File: src/dfsec_pkg.sv
`timescale 1ns / 1ps

package dfsec_pkg;

    localparam int MAX_VERTICES_DEF = 32;
    localparam int VTX_W            = 5;
    localparam int CNT_W            = 6;

    typedef enum logic [1:0] {
        OP_CLEAR = 2'd0,
        OP_LOAD  = 2'd1,
        OP_START = 2'd2,
        OP_NEXT  = 2'd3
    } op_t;

    typedef enum logic [1:0] {
        EV_TREE     = 2'd0,
        EV_VISITED  = 2'd1,
        EV_COMP_END = 2'd2,
        EV_DONE     = 2'd3
    } kind_t;

    typedef enum logic [1:0] {
        PH_IDLE = 2'd0,
        PH_WALK = 2'd1,
        PH_DONE = 2'd2
    } phase_t;

    typedef enum logic [2:0] {
        ST_IDLE,
        ST_LOAD_WR,
        ST_STEP,
        ST_ROW_WAIT,
        ST_SCAN,
        ST_POP_WAIT,
        ST_RESTART,
        ST_EMIT
    } eng_state_t;

    typedef struct packed {
        kind_t              kind;
        logic [VTX_W-1:0]   from_v;
        logic [VTX_W-1:0]   to_v;
        logic [VTX_W-1:0]   depth;
    } evt_t;

endpackage

File: src/dfsec_ram.sv
`timescale 1ns / 1ps

module dfsec_ram #(
    parameter int WIDTH = 32,
    parameter int DEPTH = 32
) (
    input  logic                     clk,
    input  logic                     we,
    input  logic [$clog2(DEPTH)-1:0] waddr,
    input  logic [WIDTH-1:0]         wdata,
    input  logic [$clog2(DEPTH)-1:0] raddr,
    output logic [WIDTH-1:0]         rdata
);

    logic [WIDTH-1:0] mem [DEPTH];
    logic [WIDTH-1:0] rdata_reg;

    always_ff @(posedge clk) begin
        if (we) begin
            mem[waddr] <= wdata;
        end
        rdata_reg <= mem[raddr];
    end

    assign rdata = rdata_reg;

endmodule

File: src/dfsec_out_reg.sv
`timescale 1ns / 1ps

module dfsec_out_reg
    import dfsec_pkg::*;
(
    input  logic clk,
    input  logic rst_n,
    input  logic in_valid,
    output logic in_ready,
    input  evt_t in_evt,
    output logic out_valid,
    input  logic out_ready,
    output evt_t out_evt
);

    logic valid_reg;
    logic valid_next;
    evt_t evt_reg;
    evt_t evt_next;

    assign in_ready = !valid_reg || out_ready;

    always_comb begin
        valid_next = valid_reg;
        evt_next   = evt_reg;
        if (in_ready) begin
            valid_next = in_valid;
            if (in_valid) begin
                evt_next = in_evt;
            end
        end
    end

    always_ff @(posedge clk) begin
        if (!rst_n) begin
            valid_reg <= 1'b0;
        end else begin
            valid_reg <= valid_next;
        end
    end

    always_ff @(posedge clk) begin
        evt_reg <= evt_next;
    end

    assign out_valid = valid_reg;
    assign out_evt   = evt_reg;

endmodule

File: src/dfsec_engine.sv
`timescale 1ns / 1ps

module dfsec_engine
    import dfsec_pkg::*;
#(
    parameter int MAX_VERTICES = MAX_VERTICES_DEF
) (
    input  logic                              clk,
    input  logic                              rst_n,
    input  logic [$clog2(MAX_VERTICES+1)-1:0] n_vert,
    input  logic                              in_valid,
    output logic                              in_ready,
    input  op_t                               in_op,
    input  logic [VTX_W-1:0]                  in_src,
    input  logic [VTX_W-1:0]                  in_dst,
    output logic                              ev_valid,
    input  logic                              ev_ready,
    output evt_t                              ev_data
);

    localparam int AW    = $clog2(MAX_VERTICES);
    localparam int NW    = $clog2(MAX_VERTICES + 1);
    localparam int STW   = AW + NW;
    localparam int CMP_W = ((NW > VTX_W) ? NW : VTX_W) + 1;

    eng_state_t state_reg, state_next;
    phase_t     phase_reg, phase_next;

    logic [MAX_VERTICES-1:0] row_valid_reg, row_valid_next;
    logic                    valid_rd_reg, valid_rd_next;
    logic [MAX_VERTICES-1:0] visited_reg, visited_next;
    logic [MAX_VERTICES-1:0] row_reg, row_next;
    logic [NW-1:0]           sp_reg, sp_next;
    logic [NW-1:0]           scan_reg, scan_next;
    logic [AW-1:0]           top_vertex_reg, top_vertex_next;
    logic [NW-1:0]           top_nb_reg, top_nb_next;
    logic [AW-1:0]           root_reg, root_next;
    logic                    rhe_reg, rhe_next;
    logic                    had_reg, had_next;
    logic [AW-1:0]           ld_row_reg, ld_row_next;
    logic [AW-1:0]           ld_col_reg, ld_col_next;
    logic                    ld_ok_reg, ld_ok_next;
    evt_t                    evt_reg, evt_next;

    logic                    adj_we;
    logic [AW-1:0]           adj_waddr;
    logic [MAX_VERTICES-1:0] adj_wdata;
    logic [AW-1:0]           adj_raddr;
    logic [MAX_VERTICES-1:0] adj_rdata;
    logic                    stk_we;
    logic [AW-1:0]           stk_waddr;
    logic [STW-1:0]          stk_wdata;
    logic [AW-1:0]           stk_raddr;
    logic [STW-1:0]          stk_rdata;

    logic [AW-1:0] scan_idx;
    logic [NW-1:0] top_idx;
    logic          scan_end;
    logic          row_hit;
    logic          vis_hit;
    logic          can_push;

    assign scan_idx = scan_reg[AW-1:0];
    assign top_idx  = sp_reg - NW'(1);
    assign scan_end = scan_reg >= n_vert;
    assign row_hit  = row_reg[scan_idx];
    assign vis_hit  = visited_reg[scan_idx];
    assign can_push = sp_reg < NW'(MAX_VERTICES);

    dfsec_ram #(
        .WIDTH (MAX_VERTICES),
        .DEPTH (MAX_VERTICES)
    ) u_adj_ram (
        .clk   (clk),
        .we    (adj_we),
        .waddr (adj_waddr),
        .wdata (adj_wdata),
        .raddr (adj_raddr),
        .rdata (adj_rdata)
    );

    dfsec_ram #(
        .WIDTH (STW),
        .DEPTH (MAX_VERTICES)
    ) u_stack_ram (
        .clk   (clk),
        .we    (stk_we),
        .waddr (stk_waddr),
        .wdata (stk_wdata),
        .raddr (stk_raddr),
        .rdata (stk_rdata)
    );

    always_comb begin
        state_next = state_reg;
        case (state_reg)
            ST_IDLE: begin
                if (in_valid) begin
                    case (in_op)
                        OP_LOAD: state_next = ST_LOAD_WR;
                        OP_NEXT: state_next = ST_STEP;
                        default: state_next = ST_IDLE;
                    endcase
                end
            end
            ST_LOAD_WR: state_next = ST_IDLE;
            ST_STEP: begin
                if (phase_reg != PH_WALK) begin
                    state_next = ST_EMIT;
                end else if (sp_reg == '0) begin
                    state_next = ST_RESTART;
                end else begin
                    state_next = ST_ROW_WAIT;
                end
            end
            ST_ROW_WAIT: state_next = ST_SCAN;
            ST_SCAN: begin
                if (scan_end) begin
                    state_next = (sp_reg > NW'(1)) ? ST_POP_WAIT : ST_STEP;
                end else if (row_hit) begin
                    state_next = ST_EMIT;
                end
            end
            ST_POP_WAIT: state_next = ST_STEP;
            ST_RESTART: begin
                if (scan_end || !vis_hit) begin
                    state_next = had_reg ? ST_EMIT : ST_STEP;
                end
            end
            ST_EMIT: begin
                if (ev_ready) begin
                    state_next = ST_IDLE;
                end
            end
            default: state_next = ST_IDLE;
        endcase
    end

    always_comb begin
        in_ready      = (state_reg == ST_IDLE);
        ev_valid      = (state_reg == ST_EMIT);
        ev_data       = evt_reg;
        adj_raddr     = (state_reg == ST_IDLE) ? AW'(in_src) : top_vertex_reg;
        valid_rd_next = row_valid_reg[adj_raddr];
        adj_we        = (state_reg == ST_LOAD_WR) && ld_ok_reg;
        adj_waddr     = ld_row_reg;
        adj_wdata     = (valid_rd_reg ? adj_rdata : '0)
                        | (MAX_VERTICES'(1) << ld_col_reg);
        stk_we        = (state_reg == ST_SCAN) && !scan_end && row_hit && !vis_hit
                        && can_push;
        stk_waddr     = AW'(top_idx);
        stk_wdata     = {top_vertex_reg, scan_reg + NW'(1)};
        stk_raddr     = AW'(sp_reg - NW'(2));
    end

    always_comb begin
        phase_next      = phase_reg;
        row_valid_next  = row_valid_reg;
        visited_next    = visited_reg;
        row_next        = row_reg;
        sp_next         = sp_reg;
        scan_next       = scan_reg;
        top_vertex_next = top_vertex_reg;
        top_nb_next     = top_nb_reg;
        root_next       = root_reg;
        rhe_next        = rhe_reg;
        had_next        = had_reg;
        ld_row_next     = ld_row_reg;
        ld_col_next     = ld_col_reg;
        ld_ok_next      = ld_ok_reg;
        evt_next        = evt_reg;
        case (state_reg)
            ST_IDLE: begin
                if (in_valid) begin
                    case (in_op)
                        OP_CLEAR: begin
                            for (int r = 0; r < MAX_VERTICES; r++) begin
                                if (NW'(r) < n_vert) begin
                                    row_valid_next[r] = 1'b0;
                                end
                            end
                            visited_next = '0;
                            sp_next      = '0;
                            rhe_next     = 1'b0;
                            phase_next   = PH_IDLE;
                        end
                        OP_LOAD: begin
                            ld_row_next = AW'(in_src);
                            ld_col_next = AW'(in_dst);
                            ld_ok_next  = (CMP_W'(in_src) < CMP_W'(MAX_VERTICES))
                                          && (CMP_W'(in_dst) < CMP_W'(MAX_VERTICES));
                        end
                        OP_START: begin
                            visited_next    = MAX_VERTICES'(1);
                            top_vertex_next = '0;
                            top_nb_next     = '0;
                            sp_next         = NW'(1);
                            rhe_next        = 1'b0;
                            root_next       = '0;
                            phase_next      = PH_WALK;
                        end
                        default: begin
                        end
                    endcase
                end
            end
            ST_LOAD_WR: begin
                if (ld_ok_reg) begin
                    row_valid_next[ld_row_reg] = 1'b1;
                end
            end
            ST_STEP: begin
                if (phase_reg != PH_WALK) begin
                    evt_next.kind   = EV_DONE;
                    evt_next.from_v = '0;
                    evt_next.to_v   = '0;
                    evt_next.depth  = '0;
                end else if (sp_reg == '0) begin
                    had_next  = rhe_reg;
                    scan_next = '0;
                end
            end
            ST_ROW_WAIT: begin
                row_next  = valid_rd_reg ? adj_rdata : '0;
                scan_next = top_nb_reg;
            end
            ST_SCAN: begin
                if (scan_end) begin
                    sp_next = top_idx;
                end else if (row_hit) begin
                    top_nb_next     = scan_reg + NW'(1);
                    evt_next.from_v = VTX_W'(top_vertex_reg);
                    evt_next.to_v   = VTX_W'(scan_reg);
                    evt_next.depth  = VTX_W'(top_idx);
                    if (sp_reg == NW'(1)) begin
                        rhe_next = 1'b1;
                    end
                    if (vis_hit) begin
                        evt_next.kind = EV_VISITED;
                    end else begin
                        evt_next.kind          = EV_TREE;
                        visited_next[scan_idx] = 1'b1;
                        if (can_push) begin
                            top_vertex_next = scan_idx;
                            top_nb_next     = '0;
                            sp_next         = sp_reg + NW'(1);
                        end
                    end
                end else begin
                    scan_next = scan_reg + NW'(1);
                end
            end
            ST_POP_WAIT: begin
                top_vertex_next = stk_rdata[STW-1:NW];
                top_nb_next     = stk_rdata[NW-1:0];
            end
            ST_RESTART: begin
                evt_next.kind   = EV_COMP_END;
                evt_next.from_v = VTX_W'(root_reg);
                evt_next.to_v   = '0;
                evt_next.depth  = '0;
                if (scan_end) begin
                    sp_next    = '0;
                    phase_next = PH_DONE;
                end else if (!vis_hit) begin
                    visited_next[scan_idx] = 1'b1;
                    top_vertex_next        = scan_idx;
                    top_nb_next            = '0;
                    sp_next                = NW'(1);
                    rhe_next               = 1'b0;
                    root_next              = scan_idx;
                    phase_next             = PH_WALK;
                end else begin
                    scan_next = scan_reg + NW'(1);
                end
            end
            default: begin
            end
        endcase
    end

    always_ff @(posedge clk) begin
        if (!rst_n) begin
            state_reg     <= ST_IDLE;
            phase_reg     <= PH_IDLE;
            row_valid_reg <= '0;
            visited_reg   <= '0;
            sp_reg        <= '0;
            rhe_reg       <= 1'b0;
        end else begin
            state_reg     <= state_next;
            phase_reg     <= phase_next;
            row_valid_reg <= row_valid_next;
            visited_reg   <= visited_next;
            sp_reg        <= sp_next;
            rhe_reg       <= rhe_next;
        end
    end

    always_ff @(posedge clk) begin
        valid_rd_reg   <= valid_rd_next;
        row_reg        <= row_next;
        scan_reg       <= scan_next;
        top_vertex_reg <= top_vertex_next;
        top_nb_reg     <= top_nb_next;
        root_reg       <= root_next;
        had_reg        <= had_next;
        ld_row_reg     <= ld_row_next;
        ld_col_reg     <= ld_col_next;
        ld_ok_reg      <= ld_ok_next;
        evt_reg        <= evt_next;
    end

endmodule

File: src/dfs_edge_classifier_unit.sv
// Words are handled one at a time: clear and start act in the idle state, a load edge adds a write state.
// A next request passes through a step decision, a row read, a scan of the adjacency bits
// (the end of the row included), a stack read after a pop and a search of vertices for a new root
// as needed, then hands its word to the output register, where it waits while that register
// is full and m_tready is low; an idle or done request goes from the step decision to emit.
// Reset (aresetn low, synchronous) empties the matrix via row valid bits and idles the walk.
`timescale 1ns / 1ps

module dfs_edge_classifier_unit
    import dfsec_pkg::*;
#(
    parameter int MAX_VERTICES = MAX_VERTICES_DEF
) (
    input  logic             aclk,
    input  logic             aresetn,
    input  logic             cfg_we,
    input  logic [CNT_W-1:0] cfg_wdata,
    input  logic             s_tvalid,
    output logic             s_tready,
    input  logic [15:0]      s_tdata,   // src_vertex[4:0], dst_vertex[9:5], zero fill
    input  logic [1:0]       s_tuser,   // op[1:0]
    output logic             m_tvalid,
    input  logic             m_tready,
    output logic [15:0]      m_tdata,   // from_vertex[4:0], to_vertex[9:5], walk_depth[14:10]
    output logic [1:0]       m_tuser    // event_kind[1:0]
);

    localparam int NW    = $clog2(MAX_VERTICES + 1);
    localparam int CMP_W = ((NW > CNT_W) ? NW : CNT_W) + 1;

    logic [CNT_W-1:0] vertex_count_reg;
    logic [NW-1:0]    n_vert;
    logic             ev_valid;
    logic             ev_ready;
    evt_t             ev_data;
    evt_t             out_evt;

    always_ff @(posedge aclk) begin
        if (!aresetn) begin
            vertex_count_reg <= CNT_W'(1);
        end else if (cfg_we) begin
            vertex_count_reg <= cfg_wdata;
        end
    end

    always_comb begin
        if (vertex_count_reg == '0) begin
            n_vert = NW'(1);
        end else if (CMP_W'(vertex_count_reg) > CMP_W'(MAX_VERTICES)) begin
            n_vert = NW'(MAX_VERTICES);
        end else begin
            n_vert = NW'(vertex_count_reg);
        end
    end

    dfsec_engine #(
        .MAX_VERTICES (MAX_VERTICES)
    ) u_engine (
        .clk      (aclk),
        .rst_n    (aresetn),
        .n_vert   (n_vert),
        .in_valid (s_tvalid),
        .in_ready (s_tready),
        .in_op    (op_t'(s_tuser)),
        .in_src   (s_tdata[4:0]),
        .in_dst   (s_tdata[9:5]),
        .ev_valid (ev_valid),
        .ev_ready (ev_ready),
        .ev_data  (ev_data)
    );

    dfsec_out_reg u_out_reg (
        .clk       (aclk),
        .rst_n     (aresetn),
        .in_valid  (ev_valid),
        .in_ready  (ev_ready),
        .in_evt    (ev_data),
        .out_valid (m_tvalid),
        .out_ready (m_tready),
        .out_evt   (out_evt)
    );

    assign m_tdata = {1'b0, out_evt.depth, out_evt.to_v, out_evt.from_v};
    assign m_tuser = out_evt.kind;

endmodule

File: config.mk
export PLATFORM = sky130hd
export DESIGN_NAME = dfs_edge_classifier_unit
export DESIGN_NICKNAME = d
export VERILOG_FILES = /design/src/dfsec_pkg.sv /design/src/dfsec_ram.sv /design/src/dfsec_out_reg.sv /design/src/dfsec_engine.sv /design/src/dfs_edge_classifier_unit.sv
export SDC_FILE = /design/constraint.sdc
export NUM_CORES = 2
export LEC_CHECK = 0
export CORE_MARGIN = 2
export CORE_UTILIZATION = 60
export DETAILED_ROUTE_END_ITERATION = 8
export DONT_BUFFER_PORTS = 1
export PLACE_DENSITY_LB_ADDON = 0.12
export SYNTH_ARGS = -nofsm -noshare
export SYNTH_HDL_FRONTEND = slang
export SYNTH_SLANG_ARGS = --single-unit
File: constraint.sdc
create_clock -name aclk -period 4.9 [get_ports aclk]
set_input_delay 0.245 -clock aclk [delete_from_list [all_inputs] [get_ports aclk]]
set_output_delay 0.245 -clock aclk [all_outputs]
set_load 0.1 [all_outputs]
== Word level (Yosys, flattened, before mapping) ==
Memories as Yosys holds them, arrays and structs flattened. A register that Yosys moved wholly into a read port is not among the register bits.
Index checks and enable logic that the tools add are counted.
W data, S select, Z words.
Cells by class
  add/sub/neg operators: 4
  order comparisons: 41
  equal/unequal tests: 67
  shift operators: 1
  multiplexer cells: 124
  bitwise logic cells: 4
  reduce and logical (&&, ||, !) cells: 67
Operators with widths (number)
  $mux W32: 8
  $reduce_and A4 Y1: 35
  $mux W6: 23
  $pmux W32 S2: 2
  $lt A5 B6 Y1 const A: 16
  $or A32 B32 Y32: 3
  $pmux W32 S3: 1
  $ne A2 B1 Y1 const B: 41
  $mux W17: 3
  $pmux W17 S3: 1
  $mux W1: 49
  $lt A4 B6 Y1 const A: 8
  $pmux W6 S4: 2
  $mux W5: 9
  $shl A1 B5 Y32 const A: 1
  $mux W3: 9
  $lt A3 B6 Y1 const A: 4
  $pmux W3 S8: 1
  $reduce_and A7 Y1: 3
  $ne A2 B2 Y1 const B: 10
  $pmux W5 S4: 1
  $lt A5 B6 Y1 const B: 3
  $pmux W6 S3: 1
  $bmux W1 S5: 3
  other kinds (41): 71
Word-level totals
  flip-flop bits (word level): 183
  RAM bits: 1376
  bits of input ports: 29
  output and inout bits: 20
  logic and storage cells: 366
  memories: 2
Memories
  u_engine.u_adj_ram.mem: words 32, width 32, read ports 1, clocked after memory_dff 1, write ports 1, RTL line dfsec_ram.sv:15  | logic [WIDTH-1:0] mem [DEPTH];
  u_engine.u_stack_ram.mem: words 32, width 11, read ports 1, clocked after memory_dff 1, write ports 1, RTL line dfsec_ram.sv:15

== Logic depth before layout (Yosys ltp) ==
  word-level depth: 11
  mapped depth: 13
  depth with buffers taken out: 10

== Cells and area by module ==
A second synthesis with hierarchy kept.
Second synthesis, totals
  cell total of the unflattened synthesis: 3965
  area total of the unflattened synthesis: 63990.1 sq um
By module, submodules not included
  dfsec_ram (u_engine.u_adj_ram): instances 1, cells each 2260, area each 40491.3 sq um, seq. area each 31390.1 sq um
  dfsec_ram (u_engine.u_stack_ram): instances 1, cells each 801, area each 14192.4 sq um, seq. area each 10790.3 sq um
  dfsec_engine: instances 1, cells each 853, area each 8464.4 sq um, seq. area each 4003.8 sq um
  dfsec_out_reg: instances 1, cells each 22, area each 568.0 sq um, seq. area each 530.5 sq um
  dfs_edge_classifier_unit: instances 1, cells each 29, area each 274.0 sq um, seq. area each 120.1 sq um

== Worst setup path before layout ==
OpenSTA, ideal clock, no wires.
  path type: flip-flop to flip-flop
  start point: reg u_engine.scan_reg[0]
  end point: mem u_engine.u_stack_ram.mem[20][0] (netlist name), enable pin
  arrival: 3982 ps
  setup slack: 510 ps
  stages on the path, launching flop included: 11
  buffers on the path: 3
  clock period less this slack: 4390 ps
  cells stage by stage: edfxtp_1 clkbuf_1 inv_1 ha_1 nand2b_1 a211o_1 a21oi_1 clkbuf_1 nand2_1 clkbuf_1 nor4_1
Between the ends
  longest elaborated chain between the ends: 8
RTL lines
  from (decl): RTL line dfsec_engine.sv:34  | logic [NW-1:0] scan_reg, scan_next;
  from (signal assigned): RTL line dfsec_engine.sv:303  | scan_reg <= scan_next;
  $ge A6 B6 Y1: RTL line dfsec_engine.sv:65  | assign scan_end = scan_reg >= n_vert;
  $logic_not A1 Y1: RTL line dfsec_engine.sv:149  | stk_we = (state_reg == ST_SCAN) && !scan_end && row_hit && !vis_hit
  $logic_and A1 B1 Y1 (2 in series): RTL line dfsec_engine.sv:149
  $logic_and A1 B1 Y1 *: RTL line dfsec_engine.sv:149
  $logic_and A1 B1 Y1 *: RTL line dfsec_engine.sv:150  | && can_push;
  $mux W1 *: RTL line dfsec_ram.sv:19  | if (we) begin
  $mux W1 (not written as such) *: RTL line dfsec_ram.sv:20  | mem[waddr] <= wdata;
  to (decl): RTL line dfsec_ram.sv:15
Mark *: on every way between the ends. The rest lies on a longest branch, timed or not. The select of a mux whose other input is x is not followed.

== Worst setup path in the final report ==
  start point: reg u_engine.state_reg[0]
  end point: reg u_engine.valid_rd_reg
Between the ends
  longest elaborated chain between the ends: 4
RTL lines
  from (decl): RTL line dfsec_engine.sv:26  | eng_state_t state_reg, state_next;
  from (signal assigned): RTL line dfsec_engine.sv:291  | state_reg <= state_next;
  $logic_not A3 Y1
  named net s_tready: RTL line dfs_edge_classifier_unit.sv:19  | output logic s_tready,
  $mux W5: RTL line dfsec_engine.sv:143  | adj_raddr = (state_reg == ST_IDLE) ? AW'(in_src) : top_vertex_reg;
  $bmux W1 S5: RTL line dfsec_engine.sv:144  | valid_rd_next = row_valid_reg[adj_raddr];
  $mux W1 (not written as such): RTL line dfsec_engine.sv:144
  named net u_engine.valid_rd_next: RTL line dfsec_engine.sv:30  | logic valid_rd_reg, valid_rd_next;
  to (signal assigned): RTL line dfsec_engine.sv:301  | valid_rd_reg <= valid_rd_next;
  to (decl): RTL line dfsec_engine.sv:30
The timed path passes the listed nets, and every way through them passes these cells. The select of a mux whose other input is x is not followed.
A chain may end at the register's enable or synchronous reset.

==> impl_summary.md <==
Status
The run finished with clean final reports.

Clock network
The worst-case clock buffer depth is 3. The buffer type at the clock tree root is sky130_fd_sc_hd__clkbuf_16. The CTS tree is done. The TritonCTS sink count is approximately 1600. After clock tree synthesis, the clock-pin slew on the worst setup and hold paths is 0.06 ns. The depth of the CTS H-tree is 4. The total CTS buffers is 159. The total setup buffers inserted after CTS is 0.

The later pin in the worst-skew pair is clocked with a latency of between 0.7 and 0.8 ns.

Yosys
The synthesized-area fraction occupied by adder cells is 0.371%. The complex-gate fraction of the synthesized area is 6.30%. The sequential element share of the synthesized area is approximately three quarters. The synthesized netlist occupies a cell area of 64000 um2. After synthesis, the netlist uses 68 different library cells. After synthesis, the cell types taking the most area are sky130_fd_sc_hd__edfxtp_1 69%, sky130_fd_sc_hd__nand2_1 6.6%, sky130_fd_sc_hd__dfxtp_1 4.0%. The share of synthesized area in the top cell type comes to 69.2%. The net count after synthesis is 4554. By area, the combinational part of the netlist is dominated by simple AND/OR/NAND/NOR gates. Of all flip-flops after synthesis, the portion carrying an async set or reset was 0%. Synthesis inferred 1602 register bits. The instance count of the mapped netlist is approximately 4500. After Yosys synthesis, XOR and XNOR cells account for 0.164% of the synthesized area.

The average cell area after synthesis is roughly 14 um2. Counting flops with a built-in enable in the synthesized netlist gives 1475. The portion of synthesized area spent on multiplexers is 4.87%. Yosys printed 0 warnings. The predominant post-synthesis flop cell is sky130_fd_sc_hd__edfxtp_1. The cell type with the highest aggregate area in the netlist is sky130_fd_sc_hd__edfxtp_1. Summing the areas of all and, or, nand and nor instances in the mapped netlist gives 12.9% of the synthesized area.

Cells and area
The largest registers in the layout are u_engine.u_adj_ram.mem (1024), u_engine.u_stack_ram.mem (352). The register containing the most flip-flops in the final layout is u_engine.u_adj_ram.mem. The proportion of layout cells with a drive suffix above 1 is 13.6%.

The number of filler instances in the final layout is 7037. In the layout the commonest cells are 1475 x sky130_fd_sc_hd__edfxtp_1, 1122 x sky130_fd_sc_hd__nand2_1, 291 x sky130_fd_sc_hd__nand3_1. The final layout net count is 4623. Compared with the post-synthesis result, the final layout area differs by 13.1%. The register with the most flip-flops in the layout has 1024 of them. The library cell used most frequently in the layout, excluding fill and tap cells, is sky130_fd_sc_hd__edfxtp_1.

Power and ir drop
The switching power as a share of total power is 34.9%. The analysis attributes to net switching a power of ~16000 uW. The worst vdd rail ir drop is approximately 0.47 mV. The design draws 45000 uW. The share of total power in sequential cells is between 30% and 40%. Combinational cells account for 33.3% of the total power.

The power per cell area is ~620 nW/um2. Summed over all cells, the static leakage comes to 0.0243 uW. The share of total power dissipated in the clock network is around 27%.

Cell internal power was estimated by the tool at 29300 uW.

Routing
The post-route antenna net violation count is 0. The routed layout has 39600 vias. The initial detailed-routing violation count is 5732. Dividing the detail-routed via count by the number of cells gives 6.50. The total routed wirelength is around 170000 um. After detailed routing, the number of remaining DRC violations is 0. The number of iterations in the first detailed-routing pass is 6.

The detail-routed net length per standard cell is 27.5 um.

STA
Setup repair after global routing left no endpoint under its margin. The portion of the clock cycle consumed by the worst path in the final layout is 86.3%. The achievable clock frequency is 236 MHz. The number of pins exceeding their max-slew limit in the final report is 0. Setup total negative slack on the finished layout was measured at 0 ns. The hold violation count in the final report came to 0. For the pin with the worst max-slew slack, the measured transition is 1.28 ns. Headroom to the max-slew limit came out at 13.2%. The final count of negative-setup-slack endpoints is 0. Clock skew on the completed layout was measured at ~0.029 ns. The worst path in the final design needs a cycle of 4.23 ns, including I/O delays and setup.

Floorplanning
Pin placement for this block handled 49 I/O pins. In this run the standard cell core region covers around 110000 um2. The total number of placement rows is 119. From left edge to right edge, the die measures 331 um. Once the floorplan was initialized, standard cells occupied between 60% and 70% of the core. The die covers between 100000 and 150000 um2. From bottom edge to top edge, the die measures roughly 330 um.

Setup path
The endpoint of the worst-slack reg-to-reg timing path is u_engine.valid_rd_reg. Counting both buffers and inverters, the worst setup path holds a total of 2. The largest fanout on the critical path is 20. The beginning of the worst register-to-register path is u_engine.state_reg[0]. In this design, the largest share of critical-path delay is due to simple AND/OR/NAND/NOR gates. The endpoint kind of the worst setup timing path is a register. STA classifies the critical path startpoint as a register.

The data required time at the worst endpoint is between 5 and 6 ns. The critical path crosses 9 cells after its start point. The signal on the critical path passes through or3_4, inv_6, mux2i_4, buf_4, nand2_1, and3_1, a311oi_1, a311oi_1, nor4_1.

Data arrives at the worst endpoint at roughly 4.8 ns. The worst register-to-register path has a setup slack of 0.67 ns. The standard cell with the maximum stage delay on the critical path is sky130_fd_sc_hd__mux2i_4. The largest single stage delay on the critical path is 1.09 ns. By instance count, the cell type seen most on the critical path is sky130_fd_sc_hd__a311oi_1. The depth of the worst register-to-register path is 9. The critical path is of the register to register type.

GRT
The global-route wire length before repair is roughly 250000 um. Global routing finished with a remaining overflow of 0. The largest net degree at the start of global routing is 81. The initial antenna violation count was 5. The via count of the first global-routing pass is 37200.

In the global route stage, overall resource usage came out at between 30% and 40%.

Placement
The routability-driven placement congestion ratio is between 0.8 and 0.9. Port buffering added 0 buffers. The detailed placer's ending HPWL is 91700 um.

Worst hold path
The worst hold path begins at s_tuser[0]. The worst hold path was traced through 4 stages. For hold timing, the worst endpoint is u_engine.row_valid_reg[0].

In this run the worst hold path is classified as input pin to register.

Run
The tool flagged a number of max-cap violations equal to 0.
[layer usage]
metal | share of wire [%] | track usage, % | up-vias
met3 | 9.8 | 5.47 | 329
met2 | 47 | 47.5 | 2152
met5 | 0.017 | 0 | -
met4 | 2.8 | 9.20 | 4
met1 | 41 | 45.6 | 19900
li1 | - | - | 17300
[worst max-delay path by stage]
| stage | slack (ns) | to | startpoint |
|---|---|---|---|
| final | 0.67 | u_engine.valid_rd_reg | u_engine.state_reg[0] |
| after detailed placement | 0.83 | u_engine.u_stack_ram.mem[12][3] | vertex_count_reg[4] |
| after global placement | 0.88 | u_engine.u_stack_ram.mem[28][2] | vertex_count_reg[4] |
| after global routing | 0.57 | u_engine.u_stack_ram.mem[14][3] | vertex_count_reg[4] |
| after CTS | 0.82 | u_engine.u_stack_ram.mem[12][2] | vertex_count_reg[4] |
| after floorplan | 0.51 | u_engine.u_stack_ram.mem[20][0] | u_engine.scan_reg[0] |
[area by class of cell]
cell class / instances / area [um2] / share of cell area [%]
multi-input cells: 2575 / 16300 / 22.5
well taps: 1391 / 1740 / 2.40
repair buffers: 208 / 2240 / 3.09
clock buffers: 206 / 4380 / 6.05
clock inverters: 85 / 790 / 1.09
inverters: 29 / 114 / 0.157
diodes: 1 / 2.50 / 0.00346
flip-flops and latches: 1602 / 46800 / 64.7
[worst reg2reg max path, stage by stage, from the launching register on]
cell and delay (ns):
sky130_fd_sc_hd__dfxtp_1 0.53, sky130_fd_sc_hd__or3_4 0.58, sky130_fd_sc_hd__inv_6 0.37, sky130_fd_sc_hd__mux2i_4 1.10, sky130_fd_sc_hd__buf_4 0.41, sky130_fd_sc_hd__nand2_1 0.08, sky130_fd_sc_hd__and3_1 0.18, sky130_fd_sc_hd__a311oi_1 0.25
sky130_fd_sc_hd__a311oi_1 0.13, sky130_fd_sc_hd__nor4_1 0.46
[power groups by stage]
| stage | Clock (uW) | Combinational (uW) | Sequential, uW |
|---|---|---|---|
| final | 12100 | 15000 | 18000 |
| after global routing | 12700 | 16200 | 18000 |
| after CTS | 12200 | 14900 | 18000 |
| after detailed placement | 0 | 14800 | 18200 |
| after global placement | 0 | 14600 | 18200 |
| after floorplan | 0 | 9520 | 18100 |
[stage by stage]
| stage | instance area (um2) | utilization [%] | setup slack (ns) | hold slack (ns) | std cells |
|---|---|---|---|---|---|
| final | 72400 | 68.6 | 0.669 | 0.0509 | 6097 |
| after global routing | 72400 | 68.6 | 0.571 | 0.0628 | 6097 |
| after CTS | 72400 | 68.6 | 0.817 | 0.00204 | 6096 |
| after detailed placement | 67000 | 63.5 | 0.829 | 0.345 | 5779 |
| after global placement | 67000 | 63.5 | 0.875 | 0.345 | 5779 |
| after floorplan | 64000 | - | 0.510 | 0.344 | 4506 |
[Yosys cell counts, types with 43 or more instances]
cell type,count
sky130_fd_sc_hd__nor4_1,51
sky130_fd_sc_hd__a22o_1,43
sky130_fd_sc_hd__mux4_2,110
sky130_fd_sc_hd__a311oi_1,271
sky130_fd_sc_hd__nand2_1,1124
sky130_fd_sc_hd__nor2_1,108
sky130_fd_sc_hd__buf_2,60
sky130_fd_sc_hd__dfxtp_1,127
sky130_fd_sc_hd__edfxtp_1,1475
sky130_fd_sc_hd__nand3_1,291
sky130_fd_sc_hd__clkbuf_1,203
sky130_fd_sc_hd__and3_1,137
sky130_fd_sc_hd__and2_1,54
sky130_fd_sc_hd__mux2i_1,48
[repair_timing]
action                    4_1_cts  5_1_grt
hold endpoints to repair       54        0
gates resized for setup         0        0
hold buffers                   26        0
[cell families (layout without fill, tap and decap cells)]
family,after synthesis,count (layout)
buf+inv,329,528
other cells,1,2
xor+xnor,12,12
flops,1602,1602
compound gates,503,503
fa+ha+maj,19,19
simple gates,1869,1869
mux,171,171
No activity file was read; power rests on OpenSTA's default activity.
